==> src/rtl/dtp_pkg.sv <==
// ----------------------------------------------------------------------------
// dtp_pkg
// types and constants shared by the decimal token parser modules
// ----------------------------------------------------------------------------
package dtp_pkg;

    localparam int MAX_TOKEN_CHARS = 11;
    localparam int COUNT_WIDTH     = 16;
    localparam int LEN_LIMIT       = MAX_TOKEN_CHARS + 1;
    localparam int LEN_W           = $clog2(LEN_LIMIT + 1);
    localparam int MAG_W           = 37;
    localparam int VALUE_W         = 32;
    localparam int STATUS_W        = 2;
    localparam int INDEX_W         = 16;
    localparam int BYTE_W          = 8;
    localparam int IN_TDATA_W      = 8;
    localparam int OUT_FIELDS_W    = VALUE_W + STATUS_W + INDEX_W;
    localparam int OUT_TDATA_W     = ((OUT_FIELDS_W + 7) / 8) * 8;
    localparam int QUEUE_DEPTH     = 2;
    localparam int QPTR_W          = $clog2(QUEUE_DEPTH);
    localparam int QCNT_W          = $clog2(QUEUE_DEPTH + 1);

    localparam logic [BYTE_W-1:0] CH_TAB   = 8'd9;
    localparam logic [BYTE_W-1:0] CH_CR    = 8'd13;
    localparam logic [BYTE_W-1:0] CH_SPACE = 8'd32;
    localparam logic [BYTE_W-1:0] CH_PLUS  = 8'h2B;
    localparam logic [BYTE_W-1:0] CH_MINUS = 8'h2D;
    localparam logic [BYTE_W-1:0] CH_ZERO  = 8'h30;
    localparam logic [BYTE_W-1:0] CH_NINE  = 8'h39;

    // largest magnitudes that still fit int32
    localparam logic [MAG_W-1:0] POS_MAX = MAG_W'(64'd2147483647);
    localparam logic [MAG_W-1:0] NEG_MAX = MAG_W'(64'd2147483648);

    typedef enum logic [2:0] {
        CK_DIGIT,
        CK_PLUS,
        CK_MINUS,
        CK_SPACE,
        CK_OTHER
    } char_kind_t;

    typedef enum logic [STATUS_W-1:0] {
        ST_OK       = 2'd0,
        ST_TOO_LONG = 2'd1,
        ST_BAD_CHAR = 2'd2,
        ST_RANGE    = 2'd3
    } parse_status_t;

    typedef struct packed {
        char_kind_t  kind;
        logic [3:0]  digit;
        logic        last;
    } dtp_item_t;

endpackage

==> src/rtl/dtp_front.sv <==
// ----------------------------------------------------------------------------
// dtp_front
// takes input bytes and sorts them into digit, sign, whitespace or other
// ----------------------------------------------------------------------------
module dtp_front (
    input  logic                          s_axis_tvalid,
    output logic                          s_axis_tready,
    input  logic [dtp_pkg::IN_TDATA_W-1:0] s_axis_tdata, // text_byte
    input  logic                          s_axis_tlast,  // end_of_argument
    input  logic                          q_full,
    output logic                          q_push,
    output dtp_pkg::dtp_item_t            q_item
);
    import dtp_pkg::*;

    logic [BYTE_W-1:0] text_byte;
    logic [BYTE_W-1:0] digit_off;

    assign text_byte     = s_axis_tdata[BYTE_W-1:0];
    assign digit_off     = text_byte - CH_ZERO;
    assign s_axis_tready = !q_full;
    assign q_push        = s_axis_tvalid && !q_full;

    always_comb
    begin
        q_item.last  = s_axis_tlast;
        q_item.digit = digit_off[3:0];
        if (text_byte inside {[CH_ZERO:CH_NINE]})
        begin
            q_item.kind = CK_DIGIT;
        end
        else if (text_byte inside {[CH_TAB:CH_CR], CH_SPACE})
        begin
            q_item.kind = CK_SPACE;
        end
        else if (text_byte == CH_PLUS)
        begin
            q_item.kind = CK_PLUS;
        end
        else if (text_byte == CH_MINUS)
        begin
            q_item.kind = CK_MINUS;
        end
        else
        begin
            q_item.kind = CK_OTHER;
        end
    end

endmodule

==> src/rtl/dtp_queue.sv <==
// ----------------------------------------------------------------------------
// dtp_queue
// short queue of classified items between the front and back parts
// ----------------------------------------------------------------------------
module dtp_queue (
    input  logic               clk,
    input  logic               rst_n,
    input  logic               push,
    input  dtp_pkg::dtp_item_t push_item,
    output logic               full,
    input  logic               pop,
    output logic               head_valid,
    output dtp_pkg::dtp_item_t head_item
);
    import dtp_pkg::*;

    dtp_item_t          entry_reg [QUEUE_DEPTH];
    logic [QPTR_W-1:0]  wr_ptr_reg, wr_ptr_next;
    logic [QPTR_W-1:0]  rd_ptr_reg, rd_ptr_next;
    logic [QCNT_W-1:0]  count_reg, count_next;
    logic               do_pop;

    assign full       = (count_reg == QCNT_W'(QUEUE_DEPTH));
    assign head_valid = (count_reg != '0);
    assign head_item  = entry_reg[rd_ptr_reg];
    assign do_pop     = pop && head_valid;

    always_comb
    begin
        wr_ptr_next = wr_ptr_reg;
        rd_ptr_next = rd_ptr_reg;
        count_next  = count_reg;
        if (push)
        begin
            wr_ptr_next = (wr_ptr_reg == QPTR_W'(QUEUE_DEPTH - 1)) ? '0 : wr_ptr_reg + 1'b1;
        end
        if (do_pop)
        begin
            rd_ptr_next = (rd_ptr_reg == QPTR_W'(QUEUE_DEPTH - 1)) ? '0 : rd_ptr_reg + 1'b1;
        end
        if (push && !do_pop)
        begin
            count_next = count_reg + 1'b1;
        end
        else if (!push && do_pop)
        begin
            count_next = count_reg - 1'b1;
        end
    end

    always_ff @(posedge clk or negedge rst_n)
    begin
        if (!rst_n)
        begin
            wr_ptr_reg <= '0;
            rd_ptr_reg <= '0;
            count_reg  <= '0;
        end
        else
        begin
            wr_ptr_reg <= wr_ptr_next;
            rd_ptr_reg <= rd_ptr_next;
            count_reg  <= count_next;
        end
    end

    always_ff @(posedge clk)
    begin
        if (push)
        begin
            entry_reg[wr_ptr_reg] <= push_item;
        end
    end

endmodule

==> src/rtl/dtp_back.sv <==
// ----------------------------------------------------------------------------
// dtp_back
// accumulates token digits, checks the token at its end and holds the result
// ----------------------------------------------------------------------------
module dtp_back (
    input  logic                            clk,
    input  logic                            rst_n,
    input  logic                            q_valid,
    input  dtp_pkg::dtp_item_t              q_item,
    output logic                            q_pop,
    output logic                            m_axis_tvalid,
    input  logic                            m_axis_tready,
    // number_value, parse_status, token_index, zero fill
    output logic [dtp_pkg::OUT_TDATA_W-1:0] m_axis_tdata
);
    import dtp_pkg::*;

    logic                   inside_reg, inside_next;
    logic [LEN_W-1:0]       len_reg, len_next;
    logic                   neg_reg, neg_next;
    logic                   stopped_reg, stopped_next;
    logic [MAG_W-1:0]       mag_reg, mag_next;
    logic [COUNT_WIDTH-1:0] count_reg, count_next;
    logic                   halted_reg, halted_next;
    logic                   out_valid_reg, out_valid_next;
    logic [VALUE_W-1:0]     value_reg, value_next;
    parse_status_t          status_reg, status_next;
    logic [INDEX_W-1:0]     index_reg, index_next;

    logic                   is_space;
    logic                   take;
    logic                   finish;
    logic                   load;
    logic [MAG_W-1:0]       mag_acc;
    logic [VALUE_W-1:0]     mag_low;
    parse_status_t          status_calc;

    assign q_pop    = q_valid && (!out_valid_reg || m_axis_tready);
    assign is_space = (q_item.kind == CK_SPACE);
    assign take     = q_pop && !halted_reg && !is_space;
    // times ten as two shifts and an add
    assign mag_acc  = (mag_reg << 3) + (mag_reg << 1) + MAG_W'(q_item.digit);

    // token state after taking this byte
    always_comb
    begin
        inside_next  = inside_reg;
        len_next     = len_reg;
        neg_next     = neg_reg;
        stopped_next = stopped_reg;
        mag_next     = mag_reg;
        if (take)
        begin
            inside_next = 1'b1;
            if (len_reg < LEN_W'(LEN_LIMIT))
            begin
                len_next = len_reg + 1'b1;
            end
            if ((len_reg == '0) && (q_item.kind == CK_PLUS || q_item.kind == CK_MINUS))
            begin
                neg_next = (q_item.kind == CK_MINUS);
            end
            else if (q_item.kind == CK_DIGIT && !stopped_reg)
            begin
                if (len_next <= LEN_W'(MAX_TOKEN_CHARS))
                begin
                    mag_next = mag_acc;
                end
            end
            else
            begin
                stopped_next = 1'b1;
            end
        end
    end

    assign finish  = q_pop && !halted_reg && inside_next && (q_item.last || is_space);
    assign load    = finish;
    assign mag_low = mag_next[VALUE_W-1:0];

    always_comb
    begin
        if (len_next > LEN_W'(MAX_TOKEN_CHARS))
        begin
            status_calc = ST_TOO_LONG;
        end
        else if (stopped_next)
        begin
            status_calc = ST_BAD_CHAR;
        end
        else if (neg_next ? (mag_next > NEG_MAX) : (mag_next > POS_MAX))
        begin
            status_calc = ST_RANGE;
        end
        else
        begin
            status_calc = ST_OK;
        end
    end

    always_comb
    begin
        value_next     = value_reg;
        status_next    = status_reg;
        index_next     = index_reg;
        count_next     = count_reg;
        halted_next    = halted_reg;
        out_valid_next = out_valid_reg && !m_axis_tready;
        if (load)
        begin
            out_valid_next = 1'b1;
            status_next    = status_calc;
            index_next     = INDEX_W'(count_reg);
            if (status_calc == ST_OK)
            begin
                value_next = neg_next ? (~mag_low + 1'b1) : mag_low;
                if (count_reg != '1)
                begin
                    count_next = count_reg + 1'b1;
                end
            end
            else
            begin
                value_next  = '0;
                halted_next = 1'b1;
            end
        end
    end

    always_ff @(posedge clk or negedge rst_n)
    begin
        if (!rst_n)
        begin
            inside_reg    <= 1'b0;
            len_reg       <= '0;
            neg_reg       <= 1'b0;
            stopped_reg   <= 1'b0;
            mag_reg       <= '0;
            count_reg     <= '0;
            halted_reg    <= 1'b0;
            out_valid_reg <= 1'b0;
        end
        else
        begin
            count_reg     <= count_next;
            halted_reg    <= halted_next;
            out_valid_reg <= out_valid_next;
            if (finish)
            begin
                // token closed, start a fresh one
                inside_reg  <= 1'b0;
                len_reg     <= '0;
                neg_reg     <= 1'b0;
                stopped_reg <= 1'b0;
                mag_reg     <= '0;
            end
            else
            begin
                inside_reg  <= inside_next;
                len_reg     <= len_next;
                neg_reg     <= neg_next;
                stopped_reg <= stopped_next;
                mag_reg     <= mag_next;
            end
        end
    end

    always_ff @(posedge clk)
    begin
        value_reg  <= value_next;
        status_reg <= status_next;
        index_reg  <= index_next;
    end

    assign m_axis_tvalid = out_valid_reg;
    assign m_axis_tdata  = OUT_TDATA_W'({index_reg, status_reg, value_reg});

endmodule

==> src/rtl/decimal_token_int32_parser.sv <==
// the closing byte is queued when accepted, its result registered when popped
// throughput: one byte per cycle; one queued item retired per cycle if not stalled
// s_axis_tready drops only when the two-entry queue is full behind a stalled output
// reset (rst_n low, asynchronous) clears the token state, valid count, halt flag
// and queue; after an error result no further results come until reset
// ----------------------------------------------------------------------------
// decimal_token_int32_parser
// parses whitespace separated decimal tokens from a byte stream into int32 values
// ----------------------------------------------------------------------------
module decimal_token_int32_parser (
    input  logic                            clk,
    input  logic                            rst_n,
    input  logic                            s_axis_tvalid,
    output logic                            s_axis_tready,
    input  logic [dtp_pkg::IN_TDATA_W-1:0]  s_axis_tdata,  // text_byte
    input  logic                            s_axis_tlast,  // end_of_argument
    output logic                            m_axis_tvalid,
    input  logic                            m_axis_tready,
    // number_value[31:0], parse_status[33:32], token_index[49:34], zero fill
    output logic [dtp_pkg::OUT_TDATA_W-1:0] m_axis_tdata
);
    import dtp_pkg::*;

    logic      q_full;
    logic      q_push;
    logic      q_pop;
    logic      q_valid;
    dtp_item_t front_item;
    dtp_item_t head_item;

    dtp_front u_front (
        .s_axis_tvalid (s_axis_tvalid),
        .s_axis_tready (s_axis_tready),
        .s_axis_tdata  (s_axis_tdata),
        .s_axis_tlast  (s_axis_tlast),
        .q_full        (q_full),
        .q_push        (q_push),
        .q_item        (front_item)
    );

    dtp_queue u_queue (
        .clk        (clk),
        .rst_n      (rst_n),
        .push       (q_push),
        .push_item  (front_item),
        .full       (q_full),
        .pop        (q_pop),
        .head_valid (q_valid),
        .head_item  (head_item)
    );

    dtp_back u_back (
        .clk           (clk),
        .rst_n         (rst_n),
        .q_valid       (q_valid),
        .q_item        (head_item),
        .q_pop         (q_pop),
        .m_axis_tvalid (m_axis_tvalid),
        .m_axis_tready (m_axis_tready),
        .m_axis_tdata  (m_axis_tdata)
    );

endmodule

==> config.mk <==
export PLATFORM = sky130hd
export DESIGN_NAME = decimal_token_int32_parser
export DESIGN_NICKNAME = d
export VERILOG_FILES = /design/src/rtl/dtp_pkg.sv /design/src/rtl/dtp_front.sv /design/src/rtl/dtp_queue.sv /design/src/rtl/dtp_back.sv /design/src/rtl/decimal_token_int32_parser.sv
export SDC_FILE = /design/constraint.sdc
export NUM_CORES = 1
export LEC_CHECK = 0
export BUFFER_PORTS_ARGS = -buffer_cell sky130_fd_sc_hd__buf_4
export CAP_MARGIN = 20
export CORE_MARGIN = 8
export CORE_UTILIZATION = 50
export CTS_BUF_LIST = sky130_fd_sc_hd__clkbuf_16
export DETAILED_ROUTE_END_ITERATION = 8
export PLACE_DENSITY = 0.71
export RECOVER_POWER = 50
export SETUP_SLACK_MARGIN = 0.5
export SYNTH_ARGS = -nofsm -noshare
export SYNTH_HDL_FRONTEND = slang
export SYNTH_HIERARCHICAL = 1
export SYNTH_SLANG_ARGS = --single-unit
==> constraint.sdc <==
create_clock -name clk -period 9.75 [get_ports clk]
set_input_delay 0 -clock clk [delete_from_list [all_inputs] [get_ports clk]]
set_output_delay 0 -clock clk [all_outputs]
set_load 0.01 [all_outputs]
Yosys cells after proc, flatten, opt, wreduce, memory -nomap -nowiden. Memories as Yosys holds them, arrays and structs flattened. Index checks and enable logic that the tools add are counted.

Add/subtract/negate cells: 10. Magnitude comparators: 9. Equal/unequal tests: 8. Mux-type cells: 34. Bitwise gates (word level): 2. Reduce and logical (&&, ||, !) cells: 33.

Operators by type and width (count): 37-bit 2-to-1 mux (5); 37-bit adder (1); 37-bit by 4-bit adder with 37-bit output (1); 37-bit by 31-bit greater-than comparator with 1-bit output (second input constant) (1); 37-bit by 32-bit greater-than comparator with 1-bit output (second input constant) (1); 32-bit by 1-bit adder with 32-bit output (second input constant) (1); 32-bit 2-to-1 mux (1); 32-bit NOT (1); 8-bit by 6-bit equality test with 1-bit output (second input constant) (3); 16-bit by 1-bit adder with 16-bit output (second input constant) (1); 4-bit 2-to-1 mux (4); 16-bit inequality test (second input constant) (1); 1-bit 2-to-1 mux (15); 1-bit logical AND (14); 3-bit 2-to-1 mux (4); 2-bit 2-to-1 mux (5); 8-bit by 4-bit >= comparator with 1-bit output (second input constant) (1); 8-bit by 6-bit >= comparator with 1-bit output (second input constant) (1); 8-bit by 4-bit <= comparator with 1-bit output (second input constant) (1); 8-bit by 6-bit <= comparator with 1-bit output (second input constant) (1); 1-bit zero test (8); 3-bit by 2-bit equality test with 1-bit output (second input constant) (2); 2-bit nonzero test (3); 4-bit by 1-bit adder with 4-bit output (second input constant) (1); 16 further kinds (19).

Flip-flop bits (word level): 116. RAM bits: 16. Input bits: 13. Output and inout port bits: 58. Word-level logic and storage cells: 111. Memories: 1.

Memories: u_queue.entry_reg (depth 2, bits a word 8, read ports 1, clocked after memory_dff 0, wr ports 1, line dtp_queue.sv:17) `dtp_item_t entry_reg [QUEUE_DEPTH];`.

Depth between registers and ports, before layout. Gate-level depths: netlist (run 1).

Word-level depth: 19. Mapped depth: 24.

Hierarchy. Netlist (run 1), hierarchy kept.

By module, submodules not included: dtp_back (instances 1, cells an instance 914, area an instance 8371.8 sq um, seq. area each 3052.9 sq um); dtp_queue (instances 1, cells an instance 41, area an instance 779.5 sq um, seq. area each 580.6 sq um); dtp_front (instances 1, cells an instance 30, area an instance 209.0 sq um, seq. area each 0.0 sq um).

Least setup slack after synthesis (run 1). No wires, ideal clock.

Kind: reg-to-reg. Start: reg u_queue.rd_ptr_reg. End: reg u_back.count_reg[1]. Library setup time: 0.128 ns. Data arrival time: 5.157 ns. Required time: 9.622 ns. Path slack: 4.466 ns. Cell stages (with the launch flop): 24. Buffers on the path: 7. Cell sequence: dfrtp_1 buf_4 mux2_2 nor4_4 nand3_1 nor2_2 buf_6 buf_2 buf_2 buf_1 buf_1 nor2_1 a21oi_1 inv_1 ha_1 nor2_1 nor4bb_1 o2111ai_1 or4_1 nor4_1 a21boi_1 o211ai_2 buf_4 mux2_1.

RTL lines: start, declared (line dtp_queue.sv:19) `logic [QPTR_W-1:0] rd_ptr_reg, rd_ptr_next;`; start signal, assigned (line dtp_queue.sv:62) `rd_ptr_reg <= rd_ptr_next;`; end signal, assigned (line dtp_back.sv:145) `count_reg <= count_next;`; end, declared (line dtp_back.sv:23) `logic [COUNT_WIDTH-1:0] count_reg, count_next;`.

==> flow_summary_export.csv, run 1 <==
group,metric,value,unit
logic_synthesis,synth.most_common_cell,"nor2_1",
status,violations,"max-capacitance violations, max-slew violations",
clock_network,h-tree-depth,4,
finish,design_area,10500,sq um
timing,holdWs,0.0198,ns
worst_setup_path,arrival,6.31,ns
routing,drc_errors,0,
floorplanning,core,18500,sq um
clock_network,clkTransAtPathRegs,0.07,ns
logic_synthesis,synth_common_cells,"nor2_1, nand2_1, ha_1, dfrtp_1, edfxtp_1",
logic_synthesis,synthAdderAreaFrac,0.103,
finish,multi_input_area,5380,sq um
timing,slew_headroom,-1.61,
logic_synthesis,ys_types,97,
routing,firstDrtPassIters,5,
placed_design,place_congestion,0.914,
clock_network,cts_tree,"done",
logic_synthesis,ys_async_sr_fraction,0.500,
status,status,"complete, but fails checks",
grt,grt_max_degree,90,
finish,syn_to_final_growth,11.6,%
timing,fmax,165,MHz
grt,grt-ovfl-total,0,
pwr,p_leak,4.47,nW
logic_synthesis,synth_compound_area_frac,0.174,
logic_synthesis,synth_area_leader_cell,"edfxtp_1",
clock_network,cts_buffers,17,
logic_synthesis,syn-cell-area,9360,sq um
pwr,ir_drop,0.000175,V
logic_synthesis,muxShareOfSynthArea,0.0245,
grt,use_met2,0.346,
finish,num-nets-final,1125,
clock_network,root_buffer,"clkbuf_16",
grt,grtUsageMet1,0.263,
timing,slew_violations,67,
logic_synthesis,synth-seq-cells,132,
finish,drive_gt1_frac,0.0877,
routing,routed_wl,23900,microns
clock_network,cts_buffer_depth,2,
timing,min_period,6.07,ns
timing,setup_viol_count_final,0,
worst_setup_path,worstPathMaxFanout,23,
logic_synthesis,ys_seq_area_frac,0.388,
logic_synthesis,synth_flop_cell,"edfxtp_1",
hold_path,hold_class,"primary input to flop",
grt,antenna_found_initial,0,
floorplanning,die_h,153,microns
pwr,power.density,261,nW/um^2
routing,via_per_inst,6.02,
finish,n_antenna_cell,0,
clock_network,clkSinkCount,132,
run,cap_violations,1,
placed_design,dpl_cell_area,9940,sq um
floorplanning,dieArea,23400,sq um
timing,rsz0062_at_grt,"false",
logic_synthesis,yosysWarningCount,6,
floorplanning,die_w,153,microns
routing,ant_nets,0,
timing,clock_skew,0.0119,ns
timing,fin_tns_setup,0,ns
floorplanning,io_pins,71,
logic_synthesis,yosys.area_share.simple,0.200,
worst_setup_path,crit_required,9.99,ns
finish,largest_reg_flops,37,
logic_synthesis,synth_xor_area_frac,0.0692,
floorplanning,initial_core_util,0.505,
placed_design,io_buffers,64,
grt,grt_use_total,0.206,
grt,busiest_layer,"met2",
grt,grtUsageMet3,0.0367,
routing,wl_per_cell,18.6,microns
finish,n_fill_cell,1660,
routing,drt_iter0_markers,692,
logic_synthesis,synth_top_family_by_area,"simple AND/OR/NAND/NOR gates",
timing,hold_viol,0,
finish,seq_area,3630,sq um
worst_setup_path,reg2reg_setup_slack,3.68,ns
logic_synthesis,yosys-top-cells-area,"edfxtp_1, dfrtp_1, ha_1",
worst_setup_path,start_kind,"flop",
timing,worstMarginPinSlew,3.91,ns
logic_synthesis,synth_top_cell_area_share,0.212,
placed_design,dp_hpwl,17100,microns
logic_synthesis,synth_edf_count,66,
clock_network,clk_latency,0.42,ns
clock_network,postCtsSetupRepairBufs,0,
floorplanning,std_cell_rows,50,
logic_synthesis,syn_area_per_cell,9.50,sq um
worst_setup_path,end_kind,"flop",
grt,grt_pass1_vias,7514,
timing,fin_crit_sh,0.622,
worst_setup_path,criticalPathCategory,"flop to flop",
grt,grt_pass1_wl,39500,microns
routing,vias,7726,
logic_synthesis,syn_inst,985,
==> critical path: stages (launching register included) <==
cell      delay (ns)
dfrtp_1         0.50
mux2_2          0.27
inv_1           0.06
fa_1            0.59
inv_1           0.06
ha_1            0.30
a211oi_2        0.33
o211ai_1        0.16
a211oi_2        0.49
or3_1           0.22
nand2_1         0.09
a221oi_1        0.77
nand4_1         0.38
nor3_1          0.24
and3_1          0.21
o21a_1          0.22
nand3_1         0.43
buf_16          0.34
a211oi_1        0.21
==> kinds of logic after synthesis <==
group           after synthesis
simple gates                364
compound gates              237
flops                       132
buf+inv                      80
fa+ha+maj                    76
xor+xnor                     74
mux                          21
other cells                   1
==> repair_timing <==
item	in CTS	in global routing
resized for setup	0	0
hold buffers	11	0
endpoints found under the hold margin	81	0
==> cell type report <==
class	count	area share
Clock inverter	15	0.0175
Inverter	26	0.00946
Timing Repair Buffer	81	0.0423
Sequential cell	132	0.348
Clock buffer	17	0.0407
Multi-Input combinational cell	778	0.514
Tap cell	234	0.0280
==> power breakdown <==
| group | switching [W] | total [W] | internal (W) |
|---|---|---|---|
| registers | 0.0000744 | 0.000798 | 0.000724 |
| logic | 0.000744 | 0.00126 | 0.000518 |
| clock network | 0.000280 | 0.000669 | 0.000390 |
| total | 0.00110 | 0.00273 | 0.00163 |
==> final timing paths <==
path / from / to / depth (start not counted)
setup / recovery: u_queue/rd_ptr_reg / u_back/value_reg[1] / 18
hold / removal: s_axis_tvalid / u_queue/wr_ptr_reg / 3
setup reg to reg: u_queue/rd_ptr_reg / u_back/value_reg[1] / 18
hold reg to reg: u_back/halted_reg / u_back/halted_reg / 1
max in group asynchronous: rst_n / u_back/mag_reg[0] / 2
min in group asynchronous: rst_n / u_back/mag_reg[30] / 2
==> cells in the final DEF (no fill, tap or decap), drive strengths merged, types with 7 or more instances in the layout <==
master       netlist  routed
nor2             118     118
nand2             84      84
clkbuf            23      75
ha                74      74
dfrtp             66      66
edfxtp            66      66
a21oi             56      56
xor2              46      46
o21ai             45      45
inv               26      35
xnor2             28      28
nor3              26      26
nand4             23      23
nand3             21      21
o21a              17      17
a31oi             13      13
buf               31      12
and3              12      12
mux2              12      12
dlygate4sd3        0      11
a21o              11      11
and2              11      11
a211oi            11      11
o2111ai           10      10
or3               10      10
o31ai             10      10
o211ai             9       9
mux2i              9       9
or2                9       9
nor4               8       8
nor2b              7       7
==> per-layer routing <==
metal | share of wire | up-vias
met5 | 0 | -
met4 | 0.021 | 0
met3 | 0.046 | 34
met2 | 0.48 | 219
met1 | 0.45 | 3726
li1 | - | 3747
==> metrics by stage <==
step,std cells,util,worst slack [ns],total power (W)
finish,1283,0.564,3.68,0.00273
global route,1283,0.564,3.04,0.00292
CTS,1282,0.576,3.69,0.00276
detailed placement,1239,0.537,3.74,0.00207
global placement,1238,0.535,3.41,0.00203
floorplan,990,-,4.47,0.00176
No activity file was read; power rests on OpenSTA's default activity.
==> run 2: changes to the inputs <==
clock period = 6.2 ns   (was 9.75 ns; I/O delays follow)
==> flow_summary_export.csv, run 2 (synthesis gave the netlist of run 1 again) <==
group,metric,value,unit
pwr,seq_power_share,0.299,
routing,drc_errors,0,
worst_setup_path,criticalPathCategory,"flop to flop",
status,status,"complete, but fails checks",
floorplanning,die_h,153,microns
routing,wl_per_cell,18.3,microns
finish,multi_input_area,5410,sq um
worst_setup_path,slowest_delay,0.56,ns
timing,fin_tns_setup,0,ns
routing,via_per_inst,6.03,
finish,final_cell_mix,"nor2_1, nand2_1, ha_1",
clock_network,clk_latency,0.42,ns
worst_setup_path,cpMostUsedCell,"fa_1",
timing,setup_viol_count_final,0,
worst_setup_path,start_kind,"flop",
worst_setup_path,crit_path_top_delay_cell,"or4_1",
pwr,combPwrFrac,0.466,
finish,largest_reg_flops,37,
grt,grt-ovfl-total,0,
finish,final_common_cell,"nor2_1",
worst_setup_path,worstPathMaxFanout,33,
timing,slew_headroom,-1.61,
pwr,p_leak,4.51,nW
clock_network,clkSinkCount,132,
finish,seq_area,3630,sq um
worst_setup_path,crit_required,6.36,ns
timing,rsz0062_at_grt,"false",
pwr,ir_drop,0.000289,V
finish,n_antenna_cell,0,
pwr,p_switching,0.00170,W
routing,vias,7800,
status,violations,"max-capacitance violations, max-slew violations",
placed_design,post-place-cells,1251,
pwr,p_sw_frac,0.404,
worst_setup_path,worst-path-buf-inv,2,
routing,ant_nets,0,
placed_design,dp_hpwl,17200,microns
grt,grt_use_total,0.203,
finish,layout.cells.non_filler,1294,
routing,firstDrtPassIters,5,
grt,grt_pass1_wl,38900,microns
pwr,p_clk_frac,0.235,
placed_design,place_congestion,0.904,
timing,fmax,185,MHz
pwr,intPower,0.00250,W
clock_network,cts_buffers,17,
worst_setup_path,crit_family,"compound AO/OA/AOI/OAI gates",
floorplanning,initial_core_util,0.505,
run,cap_violations,1,
finish,n_fill_cell,1667,
timing,clock_skew,0.0107,ns
timing,hold_viol,0,
floorplanning,die_w,153,microns
timing,slew_violations,67,
timing,fin_crit_sh,0.873,
routing,drt_iter0_markers,609,
worst_setup_path,path_cells,"mux2_2, inv_1, fa_1, fa_1, nand2b_1, a211oi_4, o21bai_1, a21oi_1, o311a_1, o2111ai_1, or4_1, nor4_1, a21boi_1, o21a_1, nand3_1, buf_6, nor2_1",
timing,worstMarginPinSlew,3.91,ns
routing,routed_wl,23700,microns
clock_network,clkTransAtPathRegs,0.06,ns
pwr,power.density,399,nW/um^2
floorplanning,std_cell_rows,50,
floorplanning,dieArea,23400,sq um
placed_design,io_buffers,64,
grt,grt_max_degree,90,
worst_setup_path,end_kind,"flop",
grt,antenna_found_initial,0,
finish,drive_gt1_frac,0.0981,
clock_network,cts_buffer_depth,2,
clock_network,postCtsSetupRepairBufs,0,
clock_network,h-tree-depth,4,
finish,num-nets-final,1136,
hold_path,hold_class,"primary input to flop",
clock_network,root_buffer,"clkbuf_16",
floorplanning,io_pins,71,
floorplanning,core,18500,sq um
worst_setup_path,arrival,5.58,ns
timing,min_period,5.42,ns
finish,syn_to_final_growth,12.3,%
clock_network,cts_tree,"done",
grt,grt_pass1_vias,7454,
==> run 2: area by class of cell <==
class	instances	area share
inverters	26	0.00940
flip-flops and latches	132	0.346
multi-input cells	778	0.515
well taps	234	0.0279
repair buffers	92	0.0483
clock buffers	17	0.0405
clock inverters	15	0.0134
==> run 2: worst paths after layout <==
path                       slack (ns)                from  cells past startpoint                   to
setup / recovery                 0.78  u_queue/rd_ptr_reg                     17  u_back/value_reg[4]
hold / removal                   0.02       s_axis_tvalid                      3   u_queue/wr_ptr_reg
setup reg to reg                 0.78  u_queue/rd_ptr_reg                     17  u_back/value_reg[4]
hold reg to reg                  0.48   u_back/halted_reg                      1    u_back/halted_reg
max in group asynchronous        2.21               rst_n                      2   u_queue/rd_ptr_reg
min in group asynchronous        1.50               rst_n                      2   u_back/mag_reg[30]
==> run 2: worst register-to-register path, stage by stage (launching register included) <==
cell,delay [ns]
dfrtp_2,0.47
mux2_2,0.36
inv_1,0.09
fa_1,0.44
fa_1,0.47
nand2b_1,0.21
a211oi_4,0.35
o21bai_1,0.22
a21oi_1,0.29
o311a_1,0.27
o2111ai_1,0.15
or4_1,0.56
nor4_1,0.31
a21boi_1,0.20
o21a_1,0.28
nand3_1,0.12
buf_6,0.26
nor2_1,0.11
==> run 2: power groups by stage <==
| stage | clock network [W] | logic [W] | registers (W) |
|---|---|---|---|
| finish | 0.000986 | 0.00196 | 0.00126 |
| global route | 0.00103 | 0.00218 | 0.00127 |
| CTS | 0.00100 | 0.00197 | 0.00126 |
| detailed placement | 0 | 0.00195 | 0.00127 |
| global placement | 0 | 0.00194 | 0.00127 |
| floorplan | 0 | 0.00151 | 0.00125 |
==> run 2: routing by layer <==
metal | track usage | up-vias | part of all wire
met5 | 0 | - | 0
met4 | 0.0825 | 0 | 0.029
met3 | 0.0375 | 57 | 0.051
met2 | 0.329 | 260 | 0.47
met1 | 0.264 | 3717 | 0.45
li1 | - | 3766 | -
==> run 2: metrics by stage <==
stage	utilization	cell area (sq um)	power, W	hold slack (ns)	setup WS (ns)
2_1_floorplan	-	9380	0.00276	-0.296	0.916
3_3_place_gp	0.541	10000	0.00321	0.188	0.751
3_5_place_dp	0.541	10000	0.00322	0.189	0.524
4_1_cts	0.577	10700	0.00423	0.00931	0.479
5_1_grt	0.568	10500	0.00449	0.0242	0.531
6_report	0.568	10500	0.00420	0.0173	0.784
==> run 2: timing repair <==
action | 4_1_cts | 5_1_grt
resized for setup | 0 | 8
hold buffers | 11 | 0
endpoints found under the hold margin | 83 | 0
cloned | 0 | 0
setup endpoints to repair | 1 | 49
==> run 3: changes to the inputs <==
MAX_ROUTING_LAYER = met4   (was default)
clock period = 5.3 ns   (was 6.2 ns; I/O delays follow)
==> flow_summary_export.csv, run 3 (synthesis gave the netlist of run 1 again) <==
group,metric,value,unit
hold_path,min_path_cells,3,
timing,slew_headroom,-1.62,
hold_path,hp-start,"s_axis_tvalid",
worst_setup_path,arrival,5.01,ns
grt,grt_pass1_vias,7834,
floorplanning,dieArea,23400,sq um
routing,routed_wl,26500,microns
clock_network,clk_latency,0.44,ns
routing,via_per_inst,6.12,
timing,fin_crit_sh,0.910,
finish,num-nets-final,1179,
timing,rsz0062_at_grt,"true",
worst_setup_path,reg2reg_to,"u_back/value_reg[31]",
run,cap_violations,1,
clock_network,cts_buffer_depth,2,
worst_setup_path,reg2reg_depth,15,
clock_network,clkSinkCount,132,
routing,wl_per_cell,19.8,microns
worst_setup_path,end_kind,"flop",
placed_design,dp_hpwl,18200,microns
timing,worstMarginPinSlew,3.93,ns
clock_network,clkTransAtPathRegs,0.07,ns
floorplanning,die_h,153,microns
worst_setup_path,path_cells,"mux2_4, inv_2, fa_1, fa_2, nor2b_1, nand2_1, or3_1, o31ai_1, and4_4, nand4_4, or4b_4, or4_4, o31ai_4, xnor2_1, nor2_2",
pwr,p_switching,0.00228,W
worst_setup_path,slowest_delay,0.60,ns
worst_setup_path,crit_path_top_delay_cell,"fa_2",
routing,firstDrtPassIters,5,
timing,fin_tns_setup,0,ns
pwr,p_leak,4.82,nW
status,status,"complete, but fails checks",
placed_design,place_congestion,0.942,
grt,grt_use_total,0.225,
worst_setup_path,start_kind,"flop",
floorplanning,std_cell_rows,50,
worst_setup_path,worstPathMaxFanout,5,
routing,vias,8190,
routing,wl_met1,11400,microns
grt,grt-ovfl-total,0,
clock_network,h-tree-depth,4,
pwr,intPower,0.00319,W
finish,syn_to_final_growth,20.3,%
worst_setup_path,reg2reg_setup_slack,0.48,ns
pwr,seq_power_share,0.270,
routing,top_layer,"met4",
pwr,p_sw_frac,0.417,
routing,route.met3.wl,1400,microns
routing,drc_errors,0,
timing,fmax,207,MHz
routing,wl_met2,12900,microns
finish,final_common_cell,"nor2_1",
grt,grt_max_degree,90,
hold_path,holdPathEnd,"u_queue/wr_ptr_reg",
worst_setup_path,crit_required,5.49,ns
timing,slew_violations,67,
routing,ant_nets,0,
timing,setup_viol_count_final,0,
floorplanning,die_w,153,microns
timing,clock_skew,0.0211,ns
worst_setup_path,crit-reg2reg-launch,"u_queue/rd_ptr_reg",
grt,antenna_found_initial,0,
finish,largest_reg_flops,37,
pwr,combPwrFrac,0.522,
floorplanning,core,18500,sq um
routing,drt_iter0_markers,623,
pwr,p_clk_frac,0.209,
timing,min_period,4.82,ns
pwr,ir_drop,0.000305,V
clock_network,cts_buffers,17,
finish,final_cell_mix,"nor2_1, nand2_1, ha_1",
floorplanning,initial_core_util,0.505,
timing,hold_viol,0,
placed_design,io_buffers,64,
finish,drive_gt1_frac,0.183,
hold_path,hold_class,"primary input to flop",
pwr,power.density,486,nW/um^2
floorplanning,io_pins,71,
clock_network,root_buffer,"clkbuf_16",
pwr,p_total,0.00547,W
status,violations,"max-capacitance violations, max-slew violations",
grt,grt_pass1_wl,41400,microns
worst_setup_path,criticalPathCategory,"flop to flop",
clock_network,cts_tree,"done",
[run 3: cell count changes in the layout (fill, tap and decap cells not counted), sizes merged]
cell,before,now
clkinvlp,2,1
clkinv,5,6
buf,23,66
bufinv,1,0
inv,33,34
diode,0,1
[run 3: layout make-up]
cell class / count / area, sq um
Inverter: 26 / 98.8
Clock inverter: 15 / 134
Multi-Input combinational cell: 778 / 5800
Tap cell: 234 / 293
Sequential cell: 132 / 3630
Fill cell: 1589 / 7250
Antenna cell: 1 / 2.50
Timing Repair Buffer: 135 / 878
Clock buffer: 17 / 425
[run 3: metal layers]
metal	global-route usage	vias to the layer above
li1	-	3860
met1	0.272	3969
met2	0.365	304
met3	0.0426	57
met4	0.0919	0
met5	-	-
[run 3: worst max-delay path by stage]
stage / start / endpoint / slack, ns / cells after the start
after floorplan: u_queue/rd_ptr_reg / u_back/count_reg[1] / 0.48 / 23
after global placement: u_queue/rd_ptr_reg / u_back/value_reg[30] / 0.15 / 18
after detailed placement: u_queue/rd_ptr_reg / u_back/value_reg[27] / 0.09 / 18
after CTS: u_queue/rd_ptr_reg / u_back/value_reg[1] / 0.50 / 18
after global routing: u_queue/rd_ptr_reg / u_back/value_reg[31] / 0.32 / 15
final: u_queue/rd_ptr_reg / u_back/value_reg[31] / 0.48 / 15
[run 3: timing repair]
item | 4_1_cts | 5_1_grt
hold endpoints to repair | 83 | 0
setup endpoints to repair | 51 | 49
gates resized for setup | 34 | 67
buffers inserted | 7 | 17
hold buffers | 11 | 0
pin swaps | 12 | 34
cloned | 0 | 1
[run 3: through the flow]
stage	cells	cell area, sq um	worst slack [ns]	hold WS [ns]	utilization
after floorplan	990	9410	0.483	-0.296	-
after global placement	1269	10200	0.155	0.186	0.549
after detailed placement	1269	10200	0.0950	0.189	0.549
after CTS	1319	11000	0.502	0.00305	0.596
after global routing	1337	11300	0.320	0.0206	0.608
final	1338	11300	0.477	0.0150	0.608
[run 3: power groups by stage]
stage / registers (W) / logic, W / clock network [W]
after floorplan: 0.00146 / 0.00179 / 0
after global placement: 0.00148 / 0.00236 / 0
after detailed placement: 0.00148 / 0.00239 / 0
after CTS: 0.00147 / 0.00254 / 0.00116
after global routing: 0.00149 / 0.00307 / 0.00120
final: 0.00148 / 0.00285 / 0.00114
[run 3: worst max-delay path: cells and delay by family, from the launching register on]
kind	cells	cell delay, ns
AOI/OAI and AO/OA	2	0.37
xor gates and xnor gates	1	0.16
adders and majority gates	2	1.07
buffers and inverters	1	0.06
DFF	1	0.43
muxes	1	0.33
and+or+nand+nor	8	2.16
